==> src/hw/rtl/mtrr_pkg.sv <==
package mtrr_pkg;

  // store and frame sizing
  localparam int STORE_BYTES = 256;
  localparam int FRAME_MAX   = 262;
  localparam int HDR_LEN     = 13;

  localparam int POS_W   = $clog2(FRAME_MAX + 1);
  localparam int ADDR_W  = $clog2(STORE_BYTES);
  localparam int HDR_IW  = $clog2(HDR_LEN);
  localparam int REPLY_W = 9;
  localparam int CMP_A   = (POS_W > ADDR_W + 1) ? POS_W : ADDR_W + 1;
  localparam int CMP_W   = (CMP_A > REPLY_W) ? CMP_A : REPLY_W;

  // function codes and reply layout
  localparam logic [7:0] FC_READ  = 8'd3;
  localparam logic [7:0] FC_WRITE = 8'd16;
  localparam logic [7:0] QTY_MAX  = 8'd125;
  localparam int READ_HDR     = 9;   // bytes ahead of register data in a read reply
  localparam int RD_PDU_FIXED = 3;   // unit id, function code, byte count
  localparam int WRITE_LEN    = 12;
  localparam int WR_PDU_LEN   = 6;

  // header byte positions
  localparam int HB_LEN_HI = 4;
  localparam int HB_LEN_LO = 5;
  localparam int HB_UNIT   = 6;
  localparam int HB_FC     = 7;
  localparam int HB_CNT    = 8;
  localparam int HB_QTY    = 11;
  localparam int HB_BYTES  = 12;

  // pending reply kind
  localparam logic [1:0] KIND_NONE  = 2'd0;
  localparam logic [1:0] KIND_READ  = 2'd1;
  localparam logic [1:0] KIND_WRITE = 2'd2;

  // queue sizing
  localparam int Q_AW     = 1;
  localparam int Q_DEPTH  = 1 << Q_AW;
  localparam int OQ_AW    = 2;
  localparam int OQ_DEPTH = 1 << OQ_AW;

  typedef struct packed {
    logic       is_pull;
    logic [7:0] data;
    logic       frame_end;
  } item_t;

  typedef struct packed {
    logic [OQ_AW:0] oq_cnt;
    logic           pending;
  } stat_t;

endpackage

==> src/hw/rtl/mtrr_ram.sv <==
module mtrr_ram #(
  parameter int WIDTH = 8,
  parameter int DEPTH = 256
) (
  input  logic                     clk,
  input  logic                     we,
  input  logic [$clog2(DEPTH)-1:0] waddr,
  input  logic [WIDTH-1:0]         wdata,
  input  logic                     re,
  input  logic [$clog2(DEPTH)-1:0] raddr,
  output logic [WIDTH-1:0]         rdata
);

  logic [WIDTH-1:0] mem_r [DEPTH];

  always_ff @(posedge clk) begin
    if (we) begin
      mem_r[waddr] <= wdata;
    end
    if (re) begin
      rdata <= mem_r[raddr];
    end
  end

endmodule

==> src/hw/rtl/mtrr_front.sv <==
module mtrr_front (
  input  logic            clk,
  input  logic            rst_n,
  input  logic            in_tvalid,
  output logic            in_tready,
  input  logic [7:0]      in_tdata,
  input  logic            in_tlast,
  input  logic [0:0]      in_tuser,
  output logic            q_vld,
  output mtrr_pkg::item_t q_item,
  input  logic            q_pop
);
  import mtrr_pkg::*;

  item_t           q_mem_r [Q_DEPTH];
  logic [Q_AW-1:0] wr_ptr_r, wr_ptr_nxt;
  logic [Q_AW-1:0] rd_ptr_r, rd_ptr_nxt;
  logic [Q_AW:0]   cnt_r, cnt_nxt;
  logic            push;
  item_t           in_item;

  assign in_tready = (cnt_r != (Q_AW + 1)'(Q_DEPTH));
  assign push      = in_tvalid && in_tready;
  assign q_vld     = (cnt_r != '0);
  assign q_item    = q_mem_r[rd_ptr_r];

  // classify: pulls versus request bytes
  always_comb begin
    in_item.is_pull   = in_tuser[0];
    in_item.data      = in_tdata;
    in_item.frame_end = in_tlast && !in_tuser[0];
  end

  always_comb begin
    wr_ptr_nxt = push ? wr_ptr_r + 1'b1 : wr_ptr_r;
    rd_ptr_nxt = q_pop ? rd_ptr_r + 1'b1 : rd_ptr_r;
    cnt_nxt    = cnt_r + (Q_AW + 1)'(push) - (Q_AW + 1)'(q_pop);
  end

  always_ff @(posedge clk) begin
    if (!rst_n) begin
      wr_ptr_r <= '0;
      rd_ptr_r <= '0;
      cnt_r    <= '0;
    end else begin
      wr_ptr_r <= wr_ptr_nxt;
      rd_ptr_r <= rd_ptr_nxt;
      cnt_r    <= cnt_nxt;
    end
  end

  always_ff @(posedge clk) begin
    if (push) begin
      q_mem_r[wr_ptr_r] <= in_item;
    end
  end

endmodule

==> src/hw/rtl/mtrr_exec.sv <==
module mtrr_exec (
  input  logic            clk,
  input  logic            rst_n,
  input  logic            q_vld,
  input  mtrr_pkg::item_t q_item,
  output logic            q_pop,
  output logic            out_tvalid,
  input  logic            out_tready,
  output logic [7:0]      out_tdata,
  output logic            out_tlast,
  output mtrr_pkg::stat_t stat
);
  import mtrr_pkg::*;

  // frame and reply state
  logic [7:0]         hdr_r [HDR_LEN];
  logic [7:0]         hdr_nxt [HDR_LEN];
  logic [POS_W-1:0]   pos_r, pos_nxt;
  logic [1:0]         kind_r, kind_nxt;
  logic [REPLY_W-1:0] idx_r, idx_nxt;
  logic [REPLY_W-1:0] len_r, len_nxt;
  logic               vld_r [STORE_BYTES];

  // store access
  logic               we;
  logic [ADDR_W-1:0]  waddr;
  logic               re;
  logic [ADDR_W-1:0]  raddr;
  logic [7:0]         rdata;

  // result stage
  logic               sb_vld_r, sb_vld_nxt;
  logic [7:0]         sb_byte_r, sb_byte_nxt;
  logic               sb_sel_r, sb_sel_nxt;
  logic               sb_ent_r, sb_ent_nxt;
  logic               sb_last_r, sb_last_nxt;
  logic [7:0]         res_byte;

  // output queue
  logic [8:0]         oq_mem_r [OQ_DEPTH];
  logic [OQ_AW-1:0]   oq_wr_r, oq_rd_r;
  logic [OQ_AW:0]     oq_cnt_r, oq_cnt_nxt;
  logic               oq_pop;
  logic [OQ_AW+1:0]   credit_use;

  // scratch
  logic [CMP_W-1:0]   widx;
  logic [CMP_W-1:0]   sidx;
  logic [7:0]         qty;
  logic [7:0]         nbytes;
  logic [REPLY_W-1:0] idx_inc;
  logic               is_last;

  // issue only while the output queue has room for everything in flight
  assign credit_use = {1'b0, oq_cnt_r} + (OQ_AW + 2)'(sb_vld_r);
  assign q_pop      = q_vld && (credit_use < (OQ_AW + 2)'(OQ_DEPTH));

  always_comb begin
    hdr_nxt     = hdr_r;
    pos_nxt     = pos_r;
    kind_nxt    = kind_r;
    idx_nxt     = idx_r;
    len_nxt     = len_r;
    we          = 1'b0;
    waddr       = '0;
    re          = 1'b0;
    raddr       = '0;
    sb_vld_nxt  = 1'b0;
    sb_byte_nxt = 8'd0;
    sb_sel_nxt  = 1'b0;
    sb_last_nxt = 1'b0;
    widx        = CMP_W'(pos_r) - CMP_W'(HDR_LEN);
    sidx        = CMP_W'(idx_r) - CMP_W'(READ_HDR);
    qty         = (hdr_r[HB_QTY] > QTY_MAX) ? QTY_MAX : hdr_r[HB_QTY];
    nbytes      = 8'(len_r - REPLY_W'(READ_HDR));
    idx_inc     = idx_r + 1'b1;
    is_last     = (idx_inc >= len_r);

    if (q_pop && !q_item.is_pull) begin
      // any request byte drops a pending reply
      kind_nxt = KIND_NONE;
      idx_nxt  = '0;
      len_nxt  = '0;
      if (pos_r < POS_W'(FRAME_MAX)) begin
        if (pos_r < POS_W'(HDR_LEN)) begin
          hdr_nxt[pos_r[HDR_IW-1:0]] = q_item.data;
        end else if (hdr_r[HB_FC] == FC_WRITE) begin
          if ((widx < CMP_W'(hdr_r[HB_BYTES])) && (widx < CMP_W'(STORE_BYTES))) begin
            we    = 1'b1;
            waddr = widx[ADDR_W-1:0];
          end
        end
        pos_nxt = pos_r + 1'b1;
      end
      if (q_item.frame_end) begin
        qty = (hdr_nxt[HB_QTY] > QTY_MAX) ? QTY_MAX : hdr_nxt[HB_QTY];
        if (hdr_nxt[HB_FC] == FC_READ) begin
          kind_nxt = KIND_READ;
          len_nxt  = REPLY_W'(READ_HDR) + REPLY_W'({qty, 1'b0});
        end else if (hdr_nxt[HB_FC] == FC_WRITE) begin
          kind_nxt = KIND_WRITE;
          len_nxt  = REPLY_W'(WRITE_LEN);
        end
        hdr_nxt[HB_FC] = 8'd0;
        pos_nxt        = '0;
      end
    end else if (q_pop && (kind_r != KIND_NONE)) begin
      sb_vld_nxt  = 1'b1;
      sb_last_nxt = is_last;
      idx_nxt     = is_last ? '0 : idx_inc;
      if (is_last) begin
        kind_nxt = KIND_NONE;
        len_nxt  = '0;
      end
      if (kind_r == KIND_READ) begin
        priority if ((idx_r < REPLY_W'(HB_LEN_HI)) || (idx_r == REPLY_W'(HB_UNIT))) begin
          sb_byte_nxt = hdr_r[idx_r[HDR_IW-1:0]];
        end else if (idx_r == REPLY_W'(HB_LEN_HI)) begin
          sb_byte_nxt = 8'd0;
        end else if (idx_r == REPLY_W'(HB_LEN_LO)) begin
          sb_byte_nxt = nbytes + 8'(RD_PDU_FIXED);
        end else if (idx_r == REPLY_W'(HB_FC)) begin
          sb_byte_nxt = FC_READ;
        end else if (idx_r == REPLY_W'(HB_CNT)) begin
          sb_byte_nxt = nbytes;
        end else if (sidx < CMP_W'(STORE_BYTES)) begin
          sb_sel_nxt = 1'b1;
          re         = 1'b1;
          raddr      = sidx[ADDR_W-1:0];
        end else begin
          sb_byte_nxt = 8'd0;
        end
      end else begin
        priority if (idx_r == REPLY_W'(HB_LEN_HI)) begin
          sb_byte_nxt = 8'd0;
        end else if (idx_r == REPLY_W'(HB_LEN_LO)) begin
          sb_byte_nxt = 8'(WR_PDU_LEN);
        end else if (idx_r == REPLY_W'(HB_FC)) begin
          sb_byte_nxt = FC_WRITE;
        end else if (idx_r < REPLY_W'(WRITE_LEN)) begin
          sb_byte_nxt = hdr_r[idx_r[HDR_IW-1:0]];
        end else begin
          sb_byte_nxt = 8'd0;
        end
      end
    end
    // entries never written since reset read as zero
    sb_ent_nxt = vld_r[raddr];
  end

  mtrr_ram #(
    .WIDTH (8),
    .DEPTH (STORE_BYTES)
  ) u_store (
    .clk   (clk),
    .we    (we),
    .waddr (waddr),
    .wdata (q_item.data),
    .re    (re),
    .raddr (raddr),
    .rdata (rdata)
  );

  always_ff @(posedge clk) begin
    if (!rst_n) begin
      for (int i = 0; i < HDR_LEN; i++) begin
        hdr_r[i] <= 8'd0;
      end
      for (int i = 0; i < STORE_BYTES; i++) begin
        vld_r[i] <= 1'b0;
      end
      pos_r    <= '0;
      kind_r   <= KIND_NONE;
      idx_r    <= '0;
      len_r    <= '0;
      sb_vld_r <= 1'b0;
    end else begin
      hdr_r    <= hdr_nxt;
      pos_r    <= pos_nxt;
      kind_r   <= kind_nxt;
      idx_r    <= idx_nxt;
      len_r    <= len_nxt;
      sb_vld_r <= sb_vld_nxt;
      if (we) begin
        vld_r[waddr] <= 1'b1;
      end
    end
  end

  always_ff @(posedge clk) begin
    sb_byte_r <= sb_byte_nxt;
    sb_sel_r  <= sb_sel_nxt;
    sb_ent_r  <= sb_ent_nxt;
    sb_last_r <= sb_last_nxt;
  end

  assign res_byte = sb_sel_r ? (sb_ent_r ? rdata : 8'd0) : sb_byte_r;

  // output queue, credit above guarantees room for every push
  assign oq_pop     = out_tvalid && out_tready;
  assign oq_cnt_nxt = oq_cnt_r + (OQ_AW + 1)'(sb_vld_r) - (OQ_AW + 1)'(oq_pop);

  always_ff @(posedge clk) begin
    if (!rst_n) begin
      oq_wr_r  <= '0;
      oq_rd_r  <= '0;
      oq_cnt_r <= '0;
    end else begin
      oq_cnt_r <= oq_cnt_nxt;
      if (sb_vld_r) begin
        oq_wr_r <= oq_wr_r + 1'b1;
      end
      if (oq_pop) begin
        oq_rd_r <= oq_rd_r + 1'b1;
      end
    end
  end

  always_ff @(posedge clk) begin
    if (sb_vld_r) begin
      oq_mem_r[oq_wr_r] <= {sb_last_r, res_byte};
    end
  end

  assign out_tvalid   = (oq_cnt_r != '0);
  assign out_tdata    = oq_mem_r[oq_rd_r][7:0];
  assign out_tlast    = oq_mem_r[oq_rd_r][8];
  assign stat.oq_cnt  = oq_cnt_r;
  assign stat.pending = (kind_r != KIND_NONE);

endmodule

==> src/hw/rtl/modbus_tcp_register_responder_core.sv <==
// Modbus TCP register responder for read holding registers (function 3) and
// write multiple registers (function 16). Request bytes enter with in_tuser = 0
// and in_tlast on the final byte of the frame; a word with in_tuser = 1 pulls the
// next byte of the pending reply, which leaves on out_tdata with out_tlast on its
// final byte (a pull with no reply pending yields nothing). The block takes one
// word per clock in steady state: a two-entry input queue feeds the execute
// stage, which updates frame state and the register store as each word issues, and the
// reply byte passes through the result stage, with the registered store read,
// into a four-entry output queue. Issue pauses only when the output queue plus
// the byte in flight would fill it, so with out_tready held high the rate is
// one word per cycle. The store starts at zero after reset with no clearing
// pass: per-entry valid flags are cleared by reset and an entry never written
// reads as zero. The start address of a request is not used: reads return the
// store from byte 0 and writes fill it from byte 0.
module modbus_tcp_register_responder_core (
  input  logic       clk,
  input  logic       rst_n,
  // request and pull words
  input  logic       in_tvalid,
  output logic       in_tready,
  input  logic [7:0] in_tdata,   // [7:0] data_byte
  input  logic       in_tlast,   // frame_end
  input  logic [0:0] in_tuser,   // [0] cmd: 0 request byte, 1 pull
  // reply bytes
  output logic       out_tvalid,
  input  logic       out_tready,
  output logic [7:0] out_tdata,  // [7:0] resp_byte
  output logic       out_tlast   // resp_last
);
  import mtrr_pkg::*;

  logic  q_vld;
  item_t q_item;
  logic  q_pop;
  stat_t stat;

  // front: input queue and word classification
  mtrr_front u_front (
    .clk       (clk),
    .rst_n     (rst_n),
    .in_tvalid (in_tvalid),
    .in_tready (in_tready),
    .in_tdata  (in_tdata),
    .in_tlast  (in_tlast),
    .in_tuser  (in_tuser),
    .q_vld     (q_vld),
    .q_item    (q_item),
    .q_pop     (q_pop)
  );

  // back: frame tracking, register store, reply generation
  mtrr_exec u_exec (
    .clk        (clk),
    .rst_n      (rst_n),
    .q_vld      (q_vld),
    .q_item     (q_item),
    .q_pop      (q_pop),
    .out_tvalid (out_tvalid),
    .out_tready (out_tready),
    .out_tdata  (out_tdata),
    .out_tlast  (out_tlast),
    .stat       (stat)
  );

  // output queue never holds more than its depth
  a_oq_bound: assert property (@(posedge clk) disable iff (!rst_n)
    stat.oq_cnt <= (OQ_AW + 1)'(OQ_DEPTH))
    else $error("output queue overflow");

  // reply valid follows the queue fill level
  a_oq_valid: assert property (@(posedge clk) disable iff (!rst_n)
    out_tvalid == (stat.oq_cnt != '0))
    else $error("out_tvalid disagrees with output queue");

  // nothing is offered right after reset
  a_reset_quiet: assert property (@(posedge clk)
    !rst_n |=> !out_tvalid && !stat.pending)
    else $error("output or pending reply after reset");

  // a request byte that does not end a frame cancels any pending reply
  a_req_cancel: assert property (@(posedge clk) disable iff (!rst_n)
    q_pop && !q_item.is_pull && !q_item.frame_end |=> !stat.pending)
    else $error("reply still pending after request byte");

endmodule

==> config.mk <==
export PLATFORM = sky130hd
export DESIGN_NAME = modbus_tcp_register_responder_core
export DESIGN_NICKNAME = d
export VERILOG_FILES = /design/src/hw/rtl/mtrr_pkg.sv /design/src/hw/rtl/mtrr_ram.sv /design/src/hw/rtl/mtrr_front.sv /design/src/hw/rtl/mtrr_exec.sv /design/src/hw/rtl/modbus_tcp_register_responder_core.sv
export SDC_FILE = /design/constraint.sdc
export NUM_CORES = 2
export LEC_CHECK = 0
export BUFFER_PORTS_ARGS = -buffer_cell sky130_fd_sc_hd__buf_2
export CAP_MARGIN = 20
export CORE_ASPECT_RATIO = 0.9
export CORE_MARGIN = 2
export CORE_UTILIZATION = 43
export CTS_CLUSTER_DIAMETER = 120
export DETAILED_ROUTE_END_ITERATION = 16
export SYNTH_ARGS = -nofsm -noshare
export SYNTH_HDL_FRONTEND = slang
export SYNTH_SLANG_ARGS = --single-unit
==> constraint.sdc <==
create_clock -name clk -period 6.85 [get_ports clk]
set_clock_uncertainty 0.05 [all_clocks]
set_input_delay 0 -clock clk [delete_from_list [all_inputs] [get_ports clk]]
set_output_delay 0 -clock clk [all_outputs]
set_load 0.01 [all_outputs]
# ---- Yosys cells after proc, flatten, opt, wreduce, memory -nomap -nowiden
# Memory sizes are Yosys's and may differ from the RTL's. A register that Yosys moved wholly into a read port is not among the register bits.
# Cells that the tools add are included.
# W data, S select, Z words.
dict set report totals {
  mem_bits_rw 2360
  romBits 0
  inputBits 14
  word_cells 182
  output_inout_bits 11
  latchBits 0
  memories 4
  reg_bits 155
}
# memory words width read_ports rd_ports_with_merged_regs write_ports line
set memory_table {}
lappend memory_table {u_exec.u_store.mem_r 256 8 1 1 1 mtrr_ram.sv:14} ;# logic [WIDTH-1:0] mem_r [DEPTH];
lappend memory_table {u_exec.vld_r 256 1 1 1 256 mtrr_exec.sv:22} ;# logic vld_r [STORE_BYTES];
lappend memory_table {u_exec.oq_mem_r 4 9 1 1 1 mtrr_exec.sv:40} ;# logic [8:0] oq_mem_r [OQ_DEPTH];
lappend memory_table {u_front.q_mem_r 2 10 1 1 1 mtrr_front.sv:15} ;# item_t q_mem_r [Q_DEPTH];
dict set report op_classes {
  n_mul 0
  div 0
  eq_ne 12
  bitwise 4
  shifts 0
  n_reduce_logical 23
  order_cmp 13
  addsub 16
  n_mux 83
}
# operator n
set op_table {}
lappend op_table {{$mux W104} 3}
lappend op_table {{$mux W8} 32}
lappend op_table {{$bwmux W104} 1}
lappend op_table {{$mux W9} 8}
lappend op_table {{$eq A9 B3 Y1 const B} 4}
lappend op_table {{$bmux W8 S4} 1}
lappend op_table {{$demux W8 S4} 1}
lappend op_table {{$mux W1} 28}
lappend op_table {{$lt A9 B9 Y1 const B} 3}
lappend op_table {{$add A9 B1 Y9 const B} 2}
lappend op_table {{$lt A9 B4 Y1 const B} 2}
lappend op_table {{$sub A9 B4 Y9 const B} 2}
lappend op_table {{$eq A8 B5 Y1 const B} 2}
lappend op_table {{$mux W2} 8}
lappend op_table {{$ge A5 B5 Y1 const B} 2}
lappend op_table {{$not A4 Y5} 2}
lappend op_table {{$reduce_bool A2 Y1} 5}
lappend op_table {{$add A4 B9 Y9 const A} 1}
lappend op_table {{$eq A9 B4 Y1 const B} 1}
lappend op_table {{$ge A9 B9 Y1} 1}
lappend op_table {{$lt A9 B3 Y1 const B} 1}
lappend op_table {{$lt A9 B8 Y1} 1}
lappend op_table {{$add A8 B2 Y8 const B} 1}
lappend op_table {{$eq A8 B2 Y1 const B} 1}
lappend op_table {{23 further kinds} 38}

# ---- Depth between registers and ports, before layout
dict set report logic_depth {
  ltp_word 15
  depth_mapped 24
  depth_no_buf 14
}

# ---- Hierarchy
# From an unflattened synthesis, not the netlist that was laid out.
dict set report hier_totals {
  cells_unflattened 6031
  hier_area_um2 101130.7
}
# mod n_inst area_per_inst_um2 seq_area_each_um2 cells_each
set by_module_without_submodules {}
lappend by_module_without_submodules {mtrr_ram 1 79636.4 61739.2 3733}
lappend by_module_without_submodules {mtrr_exec 1 20503.4 9268.9 2238}
lappend by_module_without_submodules {mtrr_front 1 991.0 700.7 60}

# ---- Worst setup path before layout
# Ideal clock, no wire load.
dict set report synth_timing {
  path_kind {reg2reg}
  startpoint {reg (tool-made name)}
  endpoint {reg u_exec.len_r[2]}
  path_stages_with_launch 12
  t_arrival_ns 5.292
  t_required_ns 6.672
  synth_period_minus_slack_ns 5.469
  path_buffers 1
  setup_time_ns 0.128
  path_slack_ns 1.381
  path_cell_list {dfxtp_1 buf_1 mux2i_1 inv_1 mux2i_1 a21oi_1 nand2_1 o21ai_0 nor2_1 o22a_1 a31oi_1 nor2_1}
}
# element line
set synth_rtl {}
lappend synth_rtl {{to (signal assigned)} mtrr_exec.sv:182} ;# len_r <= len_nxt;
lappend synth_rtl {{to (decl)} mtrr_exec.sv:21} ;# logic [REPLY_W-1:0] len_r, len_nxt;

# ---- Worst setup path after layout
dict set report layout_timing {
  startpoint {reg u_exec.pos_r[0]}
  endpoint {mem u_exec.u_store.mem_r[94][1] (enable)}
}
dict set report layout_via {
  elab_chain_cells 10
  elab_cells_between_ends 18
  cone_classes {add/sub: 1; order compare: 4; mux: 12; reduce/logical: 1}
}
# element line
set layout_lines {}
lappend layout_lines {{from (decl)} mtrr_exec.sv:18} ;# logic [POS_W-1:0] pos_r, pos_nxt;
lappend layout_lines {{from (signal assigned)} mtrr_exec.sv:179} ;# pos_r <= pos_nxt;
lappend layout_lines {{$sub A9 B4 Y9} mtrr_exec.sv:72} ;# widx = CMP_W'(pos_r) - CMP_W'(HDR_LEN);
lappend layout_lines {{$lt A9 B8 Y1 / $lt A9 B9 Y1 (equally long branches)} mtrr_exec.sv:88} ;# if ((widx < CMP_W'(hdr_r[HB_BYTES])) && (widx < CMP_W'(STORE_BYTES))) begin
lappend layout_lines {{$logic_and A1 B1 Y1} mtrr_exec.sv:88}
lappend layout_lines {{$mux W1} mtrr_exec.sv:88}
lappend layout_lines {{$mux W1} mtrr_exec.sv:87} ;# end else if (hdr_r[HB_FC] == FC_WRITE) begin
lappend layout_lines {{$mux W1} mtrr_exec.sv:85} ;# if (pos_r < POS_W'(HDR_LEN)) begin
lappend layout_lines {{$mux W1} mtrr_exec.sv:84} ;# if (pos_r < POS_W'(FRAME_MAX)) begin
lappend layout_lines {{$mux W1} mtrr_exec.sv:79} ;# if (q_pop && !q_item.is_pull) begin
lappend layout_lines {{$mux W1} mtrr_ram.sv:17} ;# if (we) begin
lappend layout_lines {{$mux W1 (not written as such)} mtrr_ram.sv:18} ;# mem_r[waddr] <= wdata;
lappend layout_lines {{to (decl)} mtrr_ram.sv:14}
# Parallel ways exist; a longest one is shown, timed or not.

==> results.cfg <==
[route]
drtIter0Drc = 13904
ant_nets = 0
first_pass_iters = 6
routedWlPerCell_um = 36.0
viasPerCell = 6.59
vias = 73698
routed_wl_um = 403000
drc = 0

[cts]
clock_latency_ps = 870
cts_max_level = 5
tritoncts.num_buffers = 266
cts_tree = done
cts_buffer_depth = 4
cts-root-buf = clkbuf_16
post-cts-setup-buffer-count = 0
clk_pin_slew_ps = 60
cts.sink_count = 2526

[worst_setup_path]
cpPeakStageDelay_ps = 930
r2r-end = u_exec.u_store.mem_r[94][1]
crit_required_ps = 7290
critical_path_class = reg -> reg
r2r_slack_ps = 30
crit_slowest_cell = nor2_1
end_kind = register
worst_path_most_repeated_cell = o21a_1
critical_path.startpoint_type = register
crit_family = simple AND/OR/NAND/NOR gates
r2r_cells = 14
worst-path-max-fanout = 20
cp.arrival_ps = 7260
reg2reg_from = u_exec.pos_r[0]
crit_buf_inv = 2
worstPathCellList = inv_1 > ha_1 > xor2_1 > inv_1 > ha_1 > o21a_1 > o21a_1 > o21a_1 > o21a_1 > o21a_1 > o21ai_2 > and3_1 > nand2_1 > nor2_1

[grt]
grt_use_met1 = 0.435
met2_usage = 0.457
met3_usage = 0.106
gr-total-overflow = 0
grt_usage = 0.323
grt_pass1_wl_um = 553000
grt_pass1_vias = 67991
busiest_layer = met2
grt_max_degree = 186
antenna_found_initial = 36

[placement]
portBuffers = 24
dp.cells = 10641
hpwl_um = 257000
dpl_cell_area_um2 = 108000
place_congestion = 1.04

[pwr]
p_per_area_nw_per_um2 = 304
finalPower_uw = 35500
p_leak_uw = 0.0380
ir_drop_mv = 0.303

[die]
start_util = 0.432
core_um2 = 238000
ios = 25
fp.dieW_um = 519
fp.dieH_um = 468
dieArea_um2 = 243000
rows = 170

[final_layout]
fin_area_um2 = 117000
multi_input_area_um2 = 28600
area_delta_synth_final_pct = 13.8
drive_gt1_frac = 0.127
seqCellArea_um2 = 71700
layoutNonFillerInstCount = 11175
finalCoreUtilization = 0.491
fillers = 20328
finalNetCount = 7816

[sta]
period_share = 0.996
drv_slew = 0
fmax_ghz = 0.147
finalHoldViolCount = 0
whs_ps = 168
worstMarginPinSlew_ps = 1310
rsz0062_at_grt = yes
fin_crit_ps = 6820
setup_viol = 0
maxSlewHeadroom = 0.122

[flow_run]
drv_cap = 0

[hold_path]
hold_path_class = in -> reg
whs_path_depth = 5
hold_start = out_tready

[logic_synthesis]
ys_seq_area_frac = 0.698
async_reset_ff_frac = 0
syn-instance-count = 7579
netlist_area_um2 = 103000
synth_warnings = 0
synth_edf_count = 2112
yosys.area.top_type_share = 0.617
ys_ff_latch = 2526
syn_area_per_cell_um2 = 13.6
synth_top_cell_by_area = edfxtp_1
synth_area_leaders = edfxtp_1 (62%), dfxtp_1 (8.1%), mux2i_1 (4.0%)
synth_top_flop_cell = edfxtp_1
synth_cell_types = 98

[outcome]
status = completed
power by group:
group          switching [µW]  leakage (µW)  total, µW  internal (µW)
combinational            2650        0.0114       3050            396
sequential               67.0        0.0224      18100          18000
clock                    6190       0.00416      14300           8150
total                    8910        0.0380      35500          26600
kinds of logic after synthesis:
kind of cell,share of synthesized area
compound gates,0.110
xor+xnor,0.00349
fa+ha+maj,0.00494
buf+inv,0.0276
flops,0.698
mux,0.0601
other cells,0.0000365
simple gates,0.0960
final cells by class:
type                            instances  share of cell area
Sequential cell                      2526               0.613
Multi-Input combinational cell       4469               0.245
Clock buffer                          361              0.0632
Tap cell                             3182              0.0341
Timing Repair Buffer                  434              0.0325
Clock inverter                        117             0.00913
Inverter                               65             0.00269
Antenna cell                           21            0.000450
sequential cells by signal, summed over array words and instances, names as in the netlist, 9 cells and up, named ones only:
register,count
u_exec.vld_r,256
u_exec.pos_r,9
u_exec.idx_r,9
u_exec.len_r,9
u_exec.oq_mem_r,36
u_front.q_mem_r,20
u_exec.hdr_r,104
u_exec.u_store.mem_r,2048
synthesized netlist by cell type, types with 129 or more instances:
| cell | instances |
|---|---|
| a211oi_1 | 164 |
| a21oi_1 | 173 |
| a31oi_1 | 135 |
| buf_2 | 182 |
| clkbuf_1 | 238 |
| dfxtp_1 | 414 |
| edfxtp_1 | 2112 |
| mux2i_1 | 409 |
| nand2_1 | 951 |
| nand3_1 | 307 |
| nor2_1 | 614 |
| o21ai_0 | 239 |
| o221ai_1 | 129 |
timing repair:
action | 4_1_cts | 5_1_grt
hold endpoints to repair | 171 | 0
setup endpoints to repair | 0 | 97
gates resized for setup | 0 | 10
hold buffers | 24 | 0
stage by stage:
step	setup TNS, ps	setup WS, ps
2_1_floorplan	0	1380
3_3_place_gp	0	112
3_5_place_dp	0	28.5
4_1_cts	0	4.87
5_1_grt	-2690	-61.3
6_report	0	28.0
metal layers:
| layer | vias to the layer above | wire, µm |
|---|---|---|
| met4 | 30 | 27100 |
| met2 | 6056 | 167000 |
| met5 | - | 401 |
| li1 | 29540 | - |
| met1 | 36778 | 150000 |
| met3 | 1294 | 57900 |
tightest hold or removal path: stages:
cell,delay [ps]
dlygate4sd3_1,520
buf_2,120
and2_1,210
xnor2_1,100
nor2_1,90
cell usage in the layout (no fill, tap or decap), types with 129 or more instances in the layout:
cell type and n:
edfxtp_1 2112, nand2_1 946, nor2_1 601, dfxtp_1 413, mux2i_1 403, buf_4 333, nand3_1 303, clkbuf_16 274
o21ai_0 239, a21oi_1 173, a211oi_1 163, a31oi_1 135, o221ai_1 129
worst max path at each step:
stage | slack, ps | depth (start not counted) | startpoint | to
after global placement | 110 | 13 | u_exec.pos_r[0] | u_exec.u_store.mem_r[239][0]
after global routing | -60 | 14 | u_exec.pos_r[0] | u_exec.u_store.mem_r[106][3]
final | 30 | 14 | u_exec.pos_r[0] | u_exec.u_store.mem_r[94][1]
after floorplan | 1380 | 11 | register | u_exec.len_r[2]
after detailed placement | 30 | 14 | u_exec.pos_r[0] | u_exec.u_store.mem_r[254][0]
after CTS | 5 | 14 | u_exec.pos_r[0] | u_exec.u_store.mem_r[254][1]
Power figures use the tool's default switching activity.
